**config.mk**
```make
export PLATFORM = sky130hd
export DESIGN_NAME = cmm_ctrl
export DESIGN_NICKNAME = d
export VERILOG_FILES = /design/src/hw/rtl/cmm_pkg.sv /design/src/hw/rtl/cmm_ctrl.sv
export SDC_FILE = /design/constraint.sdc
export NUM_CORES = 1
export LEC_CHECK = 0
export BUFFER_PORTS_ARGS = -buffer_cell sky130_fd_sc_hd__buf_4
export CAP_MARGIN = 20
export CORE_MARGIN = 2
export CORE_UTILIZATION = 30
export DETAILED_ROUTE_END_ITERATION = 16
export GPL_TIMING_DRIVEN = 1
export PLACE_DENSITY = 0.53
export SETUP_SLACK_MARGIN = 0.5
export SLEW_MARGIN = 20
export SYNTH_ARGS = -nofsm -noshare
export SYNTH_HDL_FRONTEND = slang
export SYNTH_SLANG_ARGS = --single-unit
```
**constraint.sdc**
```tcl
create_clock -name clk -period 6.42 [get_ports clk]
set_input_delay 0.642 -clock clk [delete_from_list [all_inputs] [get_ports clk]]
set_output_delay 0.642 -clock clk [all_outputs]
set_load 0.01 [all_outputs]
```
**src/hw/rtl/cmm_pkg.sv**
```systemverilog
// Shared types and constants of the complex matrix multiplier.
package cmm_pkg;

  localparam int ELEM_W    = 16;
  localparam int WORD_W    = 2 * ELEM_W;
  localparam int PROD_W    = 2 * ELEM_W;
  localparam int ACC_W     = 36;
  localparam int COORD_W   = 3;
  localparam int CFG_W     = 4;
  localparam int CFG_IDX_W = 2;

  localparam logic [CFG_IDX_W-1:0] REG_ROWS_A    = 2'd0;
  localparam logic [CFG_IDX_W-1:0] REG_INNER_DIM = 2'd1;
  localparam logic [CFG_IDX_W-1:0] REG_COLS_B    = 2'd2;

  localparam logic ACT_ELEM_A = 1'b0;
  localparam logic ACT_ELEM_B = 1'b1;

  typedef enum logic [1:0] {
    ST_IDLE,
    ST_ISSUE,
    ST_WAIT
  } cmm_state_t;

  typedef struct packed {
    logic               wr_a;
    logic               wr_b;
    logic               rd_en;
    logic               rd_first;
    logic               rd_last;
    logic               load_out;
    logic [COORD_W-1:0] out_row;
    logic [COORD_W-1:0] out_col;
    logic               out_last;
  } cmm_cmd_t;

  typedef struct packed {
    logic acc_done;
    logic out_free;
  } cmm_stat_t;

endpackage

```
**src/hw/rtl/cmm_ctrl.sv**
```systemverilog
// Controller: configuration registers, load counters and product sequencer.
module cmm_ctrl import cmm_pkg::*; #(
  parameter int MAX_DIM = 8,
  localparam int DEPTH = MAX_DIM * MAX_DIM,
  localparam int AW = (DEPTH > 1) ? $clog2(DEPTH) : 1,
  localparam int IW = (MAX_DIM > 1) ? $clog2(MAX_DIM) : 1,
  localparam int DW = $clog2(MAX_DIM + 1),
  localparam int CW = $clog2(DEPTH + 1)
) (
  input  logic                 clk,
  input  logic                 rst,
  input  logic                 cfg_we,
  input  logic [CFG_IDX_W-1:0] cfg_index,
  input  logic [CFG_W-1:0]     cfg_data,
  input  logic                 in_valid,
  input  logic                 in_action,
  output logic                 in_ready,
  input  cmm_stat_t            stat,
  output cmm_cmd_t             cmd,
  output logic [AW-1:0]        wr_addr,
  output logic [AW-1:0]        rd_addr_a,
  output logic [AW-1:0]        rd_addr_b
);

  cmm_state_t       state, state_next;
  logic [CFG_W-1:0] rows_a, inner_dim, cols_b;
  logic [CW-1:0]    count_a, count_a_next;
  logic [CW-1:0]    count_b, count_b_next;
  logic [IW-1:0]    row_i, row_i_next;
  logic [IW-1:0]    col_j, col_j_next;
  logic [IW-1:0]    k_idx, k_idx_next;
  logic [AW-1:0]    a_base, a_base_next;
  logic [AW-1:0]    a_addr, a_addr_next;
  logic [AW-1:0]    b_addr, b_addr_next;
  logic [DW-1:0]    m_c, n_c, p_c;
  logic [CW-1:0]    size_a, size_b;
  logic             cfg_hit;
  logic             accept;
  logic             k_last, i_last, j_last;

  function automatic logic [DW-1:0] clamp_dim(input logic [CFG_W-1:0] v);
    if (v == '0) begin
      return DW'(1);
    end else if (int'(v) > MAX_DIM) begin
      return DW'(MAX_DIM);
    end else begin
      return DW'(v);
    end
  endfunction

  assign m_c    = clamp_dim(rows_a);
  assign n_c    = clamp_dim(inner_dim);
  assign p_c    = clamp_dim(cols_b);
  assign size_a = CW'(m_c) * CW'(n_c);
  assign size_b = CW'(n_c) * CW'(p_c);

  assign cfg_hit = cfg_we && (cfg_index == REG_ROWS_A || cfg_index == REG_INNER_DIM ||
                              cfg_index == REG_COLS_B);

  always_ff @(posedge clk) begin
    if (rst) begin
      rows_a    <= CFG_W'(2);
      inner_dim <= CFG_W'(2);
      cols_b    <= CFG_W'(2);
    end else if (cfg_we) begin
      unique case (cfg_index)
        REG_ROWS_A:    rows_a    <= cfg_data;
        REG_INNER_DIM: inner_dim <= cfg_data;
        REG_COLS_B:    cols_b    <= cfg_data;
        default:       ;
      endcase
    end
  end

  always_ff @(posedge clk) begin
    if (rst) begin
      state   <= ST_IDLE;
      count_a <= '0;
      count_b <= '0;
      row_i   <= '0;
      col_j   <= '0;
      k_idx   <= '0;
      a_base  <= '0;
      a_addr  <= '0;
      b_addr  <= '0;
    end else begin
      state   <= state_next;
      count_a <= count_a_next;
      count_b <= count_b_next;
      row_i   <= row_i_next;
      col_j   <= col_j_next;
      k_idx   <= k_idx_next;
      a_base  <= a_base_next;
      a_addr  <= a_addr_next;
      b_addr  <= b_addr_next;
    end
  end

  assign accept = in_valid && in_ready;
  assign k_last = (DW'(k_idx) == n_c - DW'(1));
  assign i_last = (DW'(row_i) == m_c - DW'(1));
  assign j_last = (DW'(col_j) == p_c - DW'(1));

  assign wr_addr   = (in_action == ACT_ELEM_B) ? count_b[AW-1:0] : count_a[AW-1:0];
  assign rd_addr_a = a_addr;
  assign rd_addr_b = b_addr;

  always_comb begin
    state_next   = state;
    count_a_next = count_a;
    count_b_next = count_b;
    row_i_next   = row_i;
    col_j_next   = col_j;
    k_idx_next   = k_idx;
    a_base_next  = a_base;
    a_addr_next  = a_addr;
    b_addr_next  = b_addr;
    in_ready     = 1'b0;
    cmd          = '0;
    cmd.out_row  = COORD_W'(row_i);
    cmd.out_col  = COORD_W'(col_j);
    cmd.out_last = i_last && j_last;

    unique case (state)
      ST_IDLE: begin
        in_ready = 1'b1;
        if (accept && in_action == ACT_ELEM_A && count_a < size_a) begin
          cmd.wr_a     = 1'b1;
          count_a_next = CW'(count_a + CW'(1));
        end
        if (accept && in_action == ACT_ELEM_B && count_b < size_b) begin
          cmd.wr_b     = 1'b1;
          count_b_next = CW'(count_b + CW'(1));
          if (CW'(count_b + CW'(1)) == size_b) begin
            // B is complete: clear the counters and start the first product element.
            state_next   = ST_ISSUE;
            count_a_next = '0;
            count_b_next = '0;
            row_i_next   = '0;
            col_j_next   = '0;
            k_idx_next   = '0;
            a_base_next  = '0;
            a_addr_next  = '0;
            b_addr_next  = '0;
          end
        end
      end
      ST_ISSUE: begin
        cmd.rd_en    = 1'b1;
        cmd.rd_first = (k_idx == '0);
        cmd.rd_last  = k_last;
        k_idx_next   = IW'(k_idx + IW'(1));
        a_addr_next  = AW'(a_addr + AW'(1));
        b_addr_next  = AW'(b_addr + AW'(p_c));
        if (k_last) begin
          state_next = ST_WAIT;
        end
      end
      ST_WAIT: begin
        if (stat.acc_done && stat.out_free) begin
          cmd.load_out = 1'b1;
          k_idx_next   = '0;
          if (j_last) begin
            if (i_last) begin
              state_next = ST_IDLE;
            end else begin
              state_next  = ST_ISSUE;
              row_i_next  = IW'(row_i + IW'(1));
              col_j_next  = '0;
              a_base_next = AW'(a_base + AW'(n_c));
              a_addr_next = AW'(a_base + AW'(n_c));
              b_addr_next = '0;
            end
          end else begin
            state_next  = ST_ISSUE;
            col_j_next  = IW'(col_j + IW'(1));
            a_addr_next = a_base;
            b_addr_next = AW'(AW'(col_j) + AW'(1));
          end
        end
      end
      default: begin
        state_next = ST_IDLE;
      end
    endcase

    // A register write starts a new load; the stored elements stay.
    if (cfg_hit) begin
      count_a_next = '0;
      count_b_next = '0;
    end
  end

endmodule

```
=== After elaboration in Yosys (flattened, before gate mapping) ===
Cells that the tools add are included.

* Bits in registers: 55
* Bits of input ports: 13
* Output and inout port bits: 32
* Logic and storage cells: 125

* Add/subtract/negate cells: 12
* $mul: 2
* Magnitude comparators: 5
* Equal/unequal tests: 15
* Muxes and demuxes: 50
* Bitwise operators: 1
* Reduce and logical (&&, ||, !) cells: 28

{| class="wikitable"
|+ Operators with widths
! kind !! number
|-
| 6-bit two-way mux || 11
|-
| 6-bit one-hot mux with 3 select lines || 2
|-
| 3-bit two-way mux || 10
|-
| 7-bit two-way mux || 4
|-
| 4-bit two-way mux || 6
|-
| 7-bit by 1-bit adder with 7-bit output, second input constant || 2
|-
| 7-bit less-than comparator || 2
|-
| 4-bit by 4-bit multiplier with 7-bit output || 2
|-
| 6-bit by 4-bit adder with 6-bit output || 2
|-
| 3-bit by 4-bit equality test with 1-bit output || 3
|-
| 4-bit > comparator, second input constant || 3
|-
| 4-bit zero test || 3
|-
| 2-bit two-way mux || 6
|-
| 2-bit != test, second input constant || 6
|-
| 3-bit one-hot mux with 2 select lines || 2
|-
| 6-bit one-hot mux with 2 select lines || 1
|-
| 4-bit by 1-bit subtractor with 4-bit output, second input constant || 3
|-
| 5-bit AND reduction || 2
|-
| 3-bit by 1-bit adder with 3-bit output, second input constant || 3
|-
| 3-bit one-hot mux with 3 select lines || 1
|-
| 1-bit logical AND || 8
|-
| 2-bit AND reduction || 4
|-
| 4-bit AND reduction || 2
|-
| 7-bit equality test || 1
|-
| 15 further kinds || 24
|}

=== Longest topological paths before layout ===
Gate-level depths: netlist of the first run.

* Word-level depth: 9
* Mapped depth: 23
* Mapped depth without buffers: 20

=== Worst setup path before layout of the first run ===
No wires, ideal clock.

* Path kind: register to register
* Start point: register inner_dim[3]
* End point: register a_base[4]
* Setup time: 70 ps
* Arrival time: 5,211 ps
* Data required time: 6,350 ps
* Slack: 1,138 ps
* Cell stages (with the launch flop): 22
* Buffers on the path: 3
* Period minus slack after synthesis: 5,282 ps
* Path through: dfxtp_1 > clkbuf_1 > nand2b_1 > clkbuf_1 > inv_1 > nand2_1 > fa_1 > inv_1 > fa_1 > fa_1 > a21o_1 > a21oi_1 > xnor2_1 > ha_1 > o21ai_0 > a31oi_1 > or4b_2 > inv_1 > a31oi_2 > buf_6 > or4_1 > a21oi_1

* Cells in the longest elaborated chain, start to end: 8
* Elaborated cells on any way between the ends: 16
* Classes of those cells: add/sub: 1; mul: 1; order compare: 2; eq/ne: 3; mux: 6; reduce/logical: 3

{| class="wikitable"
|+ Ends and longest elaborated chain
! element !! RTL line !! text
|-
| start: declaration || cmm_ctrl.sv:26 || <nowiki>logic [CFG_W-1:0] rows_a, inner_dim, cols_b;</nowiki>
|-
| start signal: assignment || cmm_ctrl.sv:68 || <nowiki>REG_INNER_DIM: inner_dim <= cfg_data;</nowiki>
|-
| 4-bit > comparator || cmm_ctrl.sv:44 || <nowiki>end else if (int'(v) > MAX_DIM) begin</nowiki>
|-
| 4-bit two-way mux || cmm_ctrl.sv:44 ||
|-
| 4-bit two-way mux (*) || cmm_ctrl.sv:42 || <nowiki>if (v == '0) begin</nowiki>
|-
| 4-bit by 4-bit multiplier with 7-bit output / 6-bit by 4-bit adder with 6-bit output (equally long branches) || cmm_ctrl.sv:55, cmm_ctrl.sv:170 ||
|-
| 7-bit less-than comparator / 6-bit two-way mux (equally long branches) || cmm_ctrl.sv:131, cmm_ctrl.sv:164 ||
|-
| 1-bit logical AND / 6-bit two-way mux (equally long branches) || cmm_ctrl.sv:131, cmm_ctrl.sv:163 ||
|-
| 2-bit != test (no line) / 6-bit two-way mux (equally long branches) || -- ||
|-
| 6-bit AND reduction (no line) / 6-bit one-hot mux with 2 select lines (equally long branches) || -- ||
|-
| end signal: assignment || cmm_ctrl.sv:93 || <nowiki>a_base <= a_base_next;</nowiki>
|-
| end: declaration || cmm_ctrl.sv:32 || <nowiki>logic [AW-1:0] a_base, a_base_next;</nowiki>
|}

Every way passes the cells marked *; elsewhere a longest branch is shown, timed or not. The select of a mux whose other input is x is not followed.
A chain may end at the register's enable or synchronous reset.

=== Worst setup path in the final report of the first run ===
* Start point: register inner_dim[3]
* End point: register k_idx[2]

* Cells in the longest elaborated chain, start to end: 8
* Elaborated cells on any way between the ends: 11
* Classes of those cells: mul: 1; order compare: 2; eq/ne: 3; mux: 2; reduce/logical: 3

{| class="wikitable"
|+ Ends and longest elaborated chain
! element !! RTL line !! text
|-
| 4-bit > comparator || cmm_ctrl.sv:44 ||
|-
| 4-bit two-way mux || cmm_ctrl.sv:44 ||
|-
| 4-bit two-way mux (*) || cmm_ctrl.sv:42 ||
|-
| 4-bit by 4-bit multiplier with 7-bit output (*) || cmm_ctrl.sv:55 || <nowiki>assign size_b = CW'(n_c) * CW'(p_c);</nowiki>
|-
| 7-bit less-than comparator || cmm_ctrl.sv:131 || <nowiki>if (accept && in_action == ACT_ELEM_B && count_b < size_b) begin</nowiki>
|-
| 1-bit logical AND || cmm_ctrl.sv:131 ||
|-
| 2-bit != test (no line) || -- ||
|-
| 4-bit AND reduction (no line) (*) || -- ||
|-
| end signal: assignment || cmm_ctrl.sv:92 || <nowiki>k_idx <= k_idx_next;</nowiki>
|-
| end: declaration || cmm_ctrl.sv:31 || <nowiki>logic [IW-1:0] k_idx, k_idx_next;</nowiki>
|}

Every way passes the cells marked *; elsewhere a longest branch is shown, timed or not.

==> impl_metrics.tcl, run 1 <==
set metrics [dict create \
    synth.area.mux_share_pct 5.382 \
    grt_pass1_wl_um 20860 \
    worstPathArrival_ps 5730 \
    antenna_found_initial 0 \
    wire_per_inst_um 16.03 \
    design_area_mm2 0.005285 \
    syn_area_mm2 0.004603 \
    synthSimpleGateAreaFrac_pct 19.33 \
    multi_input_area_mm2 0.003267 \
    hold_viol_final 0 \
    die_w_um 127.9 \
    place_area_mm2 0.005095 \
    crit_fanout 26 \
    clk_pin_slew_ps 80 \
    routabilityCongestion 0.8877 \
    grt_util_all_layers_pct 15.80 \
    rsz0062_at_grt "false" \
    required_ps 6650 \
    powerDensity_mw_per_mm2 199.4 \
    dp_hpwl_um 9784 \
    wl_met1_um 5949 \
    vias_per_cell 5.279 \
    r2r_slack_ps 920 \
    grt_overflow 0 \
    rr_worst_depth 18 \
    ios 45 \
    fmax_ghz 0.1818 \
    numCtsBuffers 5 \
    pre_cts_slack_ps 433.6 \
    routed.top_layer "met4" \
    status "complete, no violations" \
    timing.hold.ws_ps 499.2 \
    worst_clock_skew_ps 11.43 \
    worst_slack_ps 919.7 \
    cts-htree-levels 2 \
    final_core_util_pct 35.02 \
    whs_endpoint "a_base[5]" \
    ys_seq_elements 55 \
    tightestPinTransition_ps 863.8 \
    drv_cap 0 \
    fin_tns_setup_ps 0 \
    cts_root_buf "clkbuf_16" \
    diodes 0 \
    report.final.slew_viol_count 0 \
    start_util_pct 30.51 \
    wl_met2_um 5848 \
    syn_to_final_growth_pct 14.81 \
    yosys.area.top_type "dfxtp_1" \
    vdd_ir_drop_max_mv 0.1156 \
    grt_max_degree 38 \
    antenna_left 0 \
    ys_types 58 \
    worstReg2RegStart "inner_dim[3]" \
    min_period_ps 5500 \
    worstReg2RegEnd "k_idx[2]" \
    p_leak_nw 2.322 \
    synth_top_family_by_area "simple AND/OR/NAND/NOR gates" \
    wl_um 12500 \
    synth-compound-area-share_pct 17.23 \
    hp-start "a_base[5]" \
    synth_edf_count 0 \
    drc 0 \
    fin_crit_sh_pct 85.67 \
    synth_area_leaders "dfxtp_1 (24%), ha_1 (15%), xnor2_1 (5.5%)" \
    first_pass_iters 4 \
    hold_depth 2 \
    synthAdderAreaFrac_pct 19.30 \
    synth_top_area_share_pct 23.92 \
    netlist_top_cells_count "dfxtp_1 (55), ha_1 (55), nor2_1 (54)" \
    setup_viol 0 \
    cp-start-kind "flop" \
    syn_avg_cell_area_um2 8.205 \
    grt_pass1_vias 4122 \
    endpoint_kind "flop" \
    io_buffers 44 \
    insertion_delay_ps 310 \
    finalNonFillerCells 780 \
    async_flop_share_pct 0 \
    core_area_mm2 0.01509 \
    drtIter0Drc 242 \
    synth-xor-area-share_pct 9.405 \
    vias 4118 \
    hold_path_class "reg2reg" \
    layout.area.seq_mm2 0.001101 \
    clock-sinks 55 \
    dp_cells 772 \
    syn-num-nets 639 \
    die_h_um 127.9 \
    ys.flop_type "dfxtp_1" \
    clockBufferDepth 2 \
    p_total_mw 1.054 \
    num_rows 45 \
    dieArea_mm2 0.01635 \
    worstSetupPathType "reg2reg" \
    yosys_warnings 0 \
    cts_tree "yes" \
    slew_headroom_pct 42.42 \
    seq_area_frac_synth_pct 23.92 \
    drive_above_1_share_pct 12.33 \
    post_cts_buffers 0 \
    synthCells 561 \
    wl_met3_um 506 \
    layout.nets 669 \
    n_fill_cell 1601 \
]
[layout by cell type, fill, tap and decap left out, types with 2 or more instances in the layout]
master / n
o211ai_1: 4
a21o_1: 11
or3_1: 2
a31oi_1: 3
nand2_1: 38
mux2_2: 6
buf_4: 49
mux2i_1: 18
o22ai_1: 6
clkbuf_16: 5
o21ai_0: 28
fa_1: 10
clkinv_1: 2
nand3_1: 16
o31ai_1: 6
nor3b_1: 2
xor2_1: 16
nand4_1: 19
or4_1: 7
and2_1: 4
xnor2_1: 29
a22oi_1: 3
or4b_1: 2
dfxtp_1: 55
nor3_1: 4
nor2_1: 54
nor2b_1: 8
o21ai_1: 5
nand3b_1: 3
and3_1: 7
inv_1: 34
o21bai_1: 3
a21oi_1: 48
nand2b_1: 4
ha_1: 55
[how the worst max path moves through the flow]
stage	to	from	slack, ps	depth (start not counted)
finish	k_idx[2]	inner_dim[3]	920	18
global route	a_base[5]	inner_dim[3]	560	18
CTS	cmd[11]	inner_dim[3]	570	16
global placement	a_base[5]	inner_dim[3]	680	18
floorplan	a_base[4]	inner_dim[3]	1140	21
detailed placement	k_idx[2]	inner_dim[3]	430	18
[worst max-delay path, cell delays in order, from the launching register on]
cell	delay, ps
dfxtp_1	420
nand2b_1	300
inv_1	220
nand2_1	110
fa_1	490
inv_1	50
fa_1	520
fa_1	480
a21o_1	190
a21oi_1	170
xnor2_1	230
ha_1	300
o21ai_0	70
a31oi_1	70
or4b_4	620
inv_2	160
a31oi_4	260
or4b_1	590
a21oi_1	170
[area by class of cell]
| type | count | share of cell area, % |
|---|---|---|
| well taps | 188 | 4.451 |
| clock buffers | 5 | 2.367 |
| inverters | 37 | 2.628 |
| clock inverters | 3 | 0.9470 |
| flip-flops and latches | 55 | 20.83 |
| multi-input cells | 443 | 61.81 |
| repair buffers | 49 | 6.960 |
[what timing repair did]
action                                  4_1_cts  5_1_grt
endpoints found under the setup margin        9       30
resized for setup                             1        3
pin swaps                                     0        1
hold buffers                                  0        0
[power by group]
group          switching [mW]  total, mW  internal (mW)
logic                   0.253      0.365          0.113
clock network           0.142      0.331          0.189
registers             0.00909      0.357          0.348
[layer usage]
layer	up-vias	global-route usage (%)
met5	-	0
met4	0	4.266
met3	18	2.421
met2	88	26.30
met1	1969	21.35
li1	2043	-
[logic make-up (layout without fill, tap and decap cells)]
family,after synthesis,in the layout
and+or+nand+nor,176,176
muxes,24,24
DFF,55,55
adders and majority gates,65,65
AOI/OAI and AO/OA,131,131
xor gates and xnor gates,47,47
buffers and inverters,63,94
[sequential cells by signal (all words and copies together) (netlist names)]
signal	cells
row_i	3
rd_addr_b	6
inner_dim	4
rd_addr_a	6
a_base	6
count_a	7
count_b	7
rows_a	4
k_idx	3
col_j	3
cols_b	4
state	2
Power figures use the tool's default switching activity.
==> run 2, diff against run 1 <==
CORE_UTILIZATION = 40   (was 30)
PLACE_DENSITY = 0.65   (was 0.53)
==> impl_metrics.tcl, run 2 (synthesis results as in run 1) <==
set metrics [dict create \
    worstPathArrival_ps 4940 \
    ios 45 \
    wl_met3_um 536 \
    diodes 0 \
    min_period_ps 5578 \
    cts_root_buf "clkbuf_16" \
    final_cell_mix "ha_1 (55), dfxtp_1 (55), nor2_1 (54)" \
    design_area_mm2 0.005213 \
    vdd_ir_drop_max_mv 0.1284 \
    cp_num_buf_inv 4 \
    slew_headroom_pct 42.48 \
    antenna_found_initial 0 \
    swShare_pct 39.72 \
    hold_viol_final 0 \
    die_w_um 111.3 \
    switchingPower_mw 0.4025 \
    grt_pass1_wl_um 20010 \
    status "complete, no violations" \
    place_area_mm2 0.005031 \
    crit_fanout 13 \
    drv_cap 0 \
    fmax_ghz 0.1793 \
    worst_slack_ps 841.9 \
    slowest_delay_ps 610 \
    finalNonFillerCells 735 \
    wire_per_inst_um 16.14 \
    grt_max_degree 38 \
    routed.top_layer "met4" \
    fin_tns_setup_ps 0 \
    clockBufferDepth 2 \
    clk_pin_slew_ps 80 \
    routabilityCongestion 0.8973 \
    num_rows 39 \
    insertion_delay_ps 310 \
    cts_tree "yes" \
    required_ps 5780 \
    io_buffers 44 \
    power.share.combinational_pct 36.2 \
    reg.largest.list "count_a (7), count_b (7)" \
    wl_met1_um 5691 \
    first_pass_iters 5 \
    wl_um 11860 \
    crit_chain "nand2b_2, inv_1, nand2_1, fa_1, inv_1, fa_1, ha_1, a21o_1, a21oi_1, xor2_1, ha_1, a211oi_1, a31oi_1, or4b_4, clkinvlp_4, buf_4" \
    dp_cells 726 \
    drive_above_1_share_pct 12.33 \
    endpoint_kind "output pin" \
    syn_to_final_growth_pct 13.24 \
    p_leak_nw 2.297 \
    fin_crit_sh_pct 86.89 \
    cts-htree-levels 2 \
    antenna_left 0 \
    drtIter0Drc 355 \
    numCtsBuffers 5 \
    p_clk_share_pct 28.5 \
    cts_hold_buf 0 \
    cp_slowest_cell "or4b_4" \
    cp_top_family "adder cells" \
    worst_clock_skew_ps 11.59 \
    rsz0062_at_grt "false" \
    die_h_um 111.3 \
    report.final.slew_viol_count 0 \
    drc 0 \
    vias_per_cell 5.697 \
    layout.nets 669 \
    core_area_mm2 0.01132 \
    wl_met2_um 5261 \
    tightestPinTransition_ps 861.0 \
    dp_hpwl_um 8877 \
    cp-start-kind "flop" \
    worstSetupPathType "reg2out" \
    setup_viol 0 \
    grt_util_all_layers_pct 19.45 \
    grt_overflow 0 \
    grt_pass1_vias 4061 \
    hold_path_class "reg2reg" \
    vias 4187 \
    start_util_pct 40.66 \
    power_frac_seq_pct 35.2 \
    powerDensity_mw_per_mm2 194.4 \
    dieArea_mm2 0.01238 \
    internal_power_mw 0.6108 \
    pre_cts_slack_ps 453.6 \
    clock-sinks 55 \
]
==> run 2: changes by cell type in the layout (fill, tap and decap cells not counted) <==
cell / previous run / this run
a31oi_2: 0 / 1
inv_2: 1 / 0
inv_6: 1 / 2
clkinvlp_4: 0 / 2
inv_8: 1 / 0
buf_4: 49 / 48
bufinv_16: 1 / 0
==> run 2: power groups by stage <==
| stage | clock (mW) | combinational (mW) | sequential (mW) |
|---|---|---|---|
| 6_report | 0.289 | 0.367 | 0.357 |
| 5_1_grt | 0.303 | 0.405 | 0.358 |
| 4_1_cts | 0.293 | 0.354 | 0.357 |
| 3_5_place_dp | 0 | 0.349 | 0.365 |
| 3_3_place_gp | 0 | 0.343 | 0.364 |
| 2_1_floorplan | 0 | 0.259 | 0.362 |
==> run 2: per-stage QoR <==
stage	util [%]	total power [mW]	hold slack (ps)
after global routing	46.04	1.066	520.9
after floorplan	-	0.6204	451.0
after detailed placement	44.44	0.7135	481.7
after CTS	45.84	1.005	502.4
after global placement	44.44	0.7071	476.0
final	46.04	1.013	499.5
==> run 2: worst paths after layout <==
check               start      endpoint  slack, ps  depth (start not counted)
max          inner_dim[3]       cmd[11]        840                         16
min          rd_addr_b[5]  rd_addr_b[5]        500                          2
max reg2reg  inner_dim[3]     a_base[5]        950                         18
min reg2reg  rd_addr_b[5]  rd_addr_b[5]        500                          2
==> run 2: layer usage <==
| layer | global-route usage, % | vias up |
|---|---|---|
| li1 | - | 2051 |
| met1 | 26.82 | 1992 |
| met2 | 30.57 | 123 |
| met3 | 2.843 | 21 |
| met4 | 7.901 | 0 |
| met5 | 0 | - |
==> run 2: cell type report <==
class	instances	area (um^2)
inverters	37	142.6
fillers	1133	6108
flip-flops and latches	55	1101
multi-input cells	444	3279
repair buffers	48	360.3
clock inverters	3	25.02
well taps	143	178.9
clock buffers	5	125.1
==> run 2: worst min-delay path, delay by kind of cell (launching register included) <==
kind	cells	cell delay, ps
flops	1	330
compound gates	2	130
==> run 2: timing repair <==
item / CTS / global route
pin swaps: 0 / 1
setup buffers: 0 / 0
resized for setup: 1 / 3
gates cloned: 0 / 1
setup endpoints to repair: 9 / 29
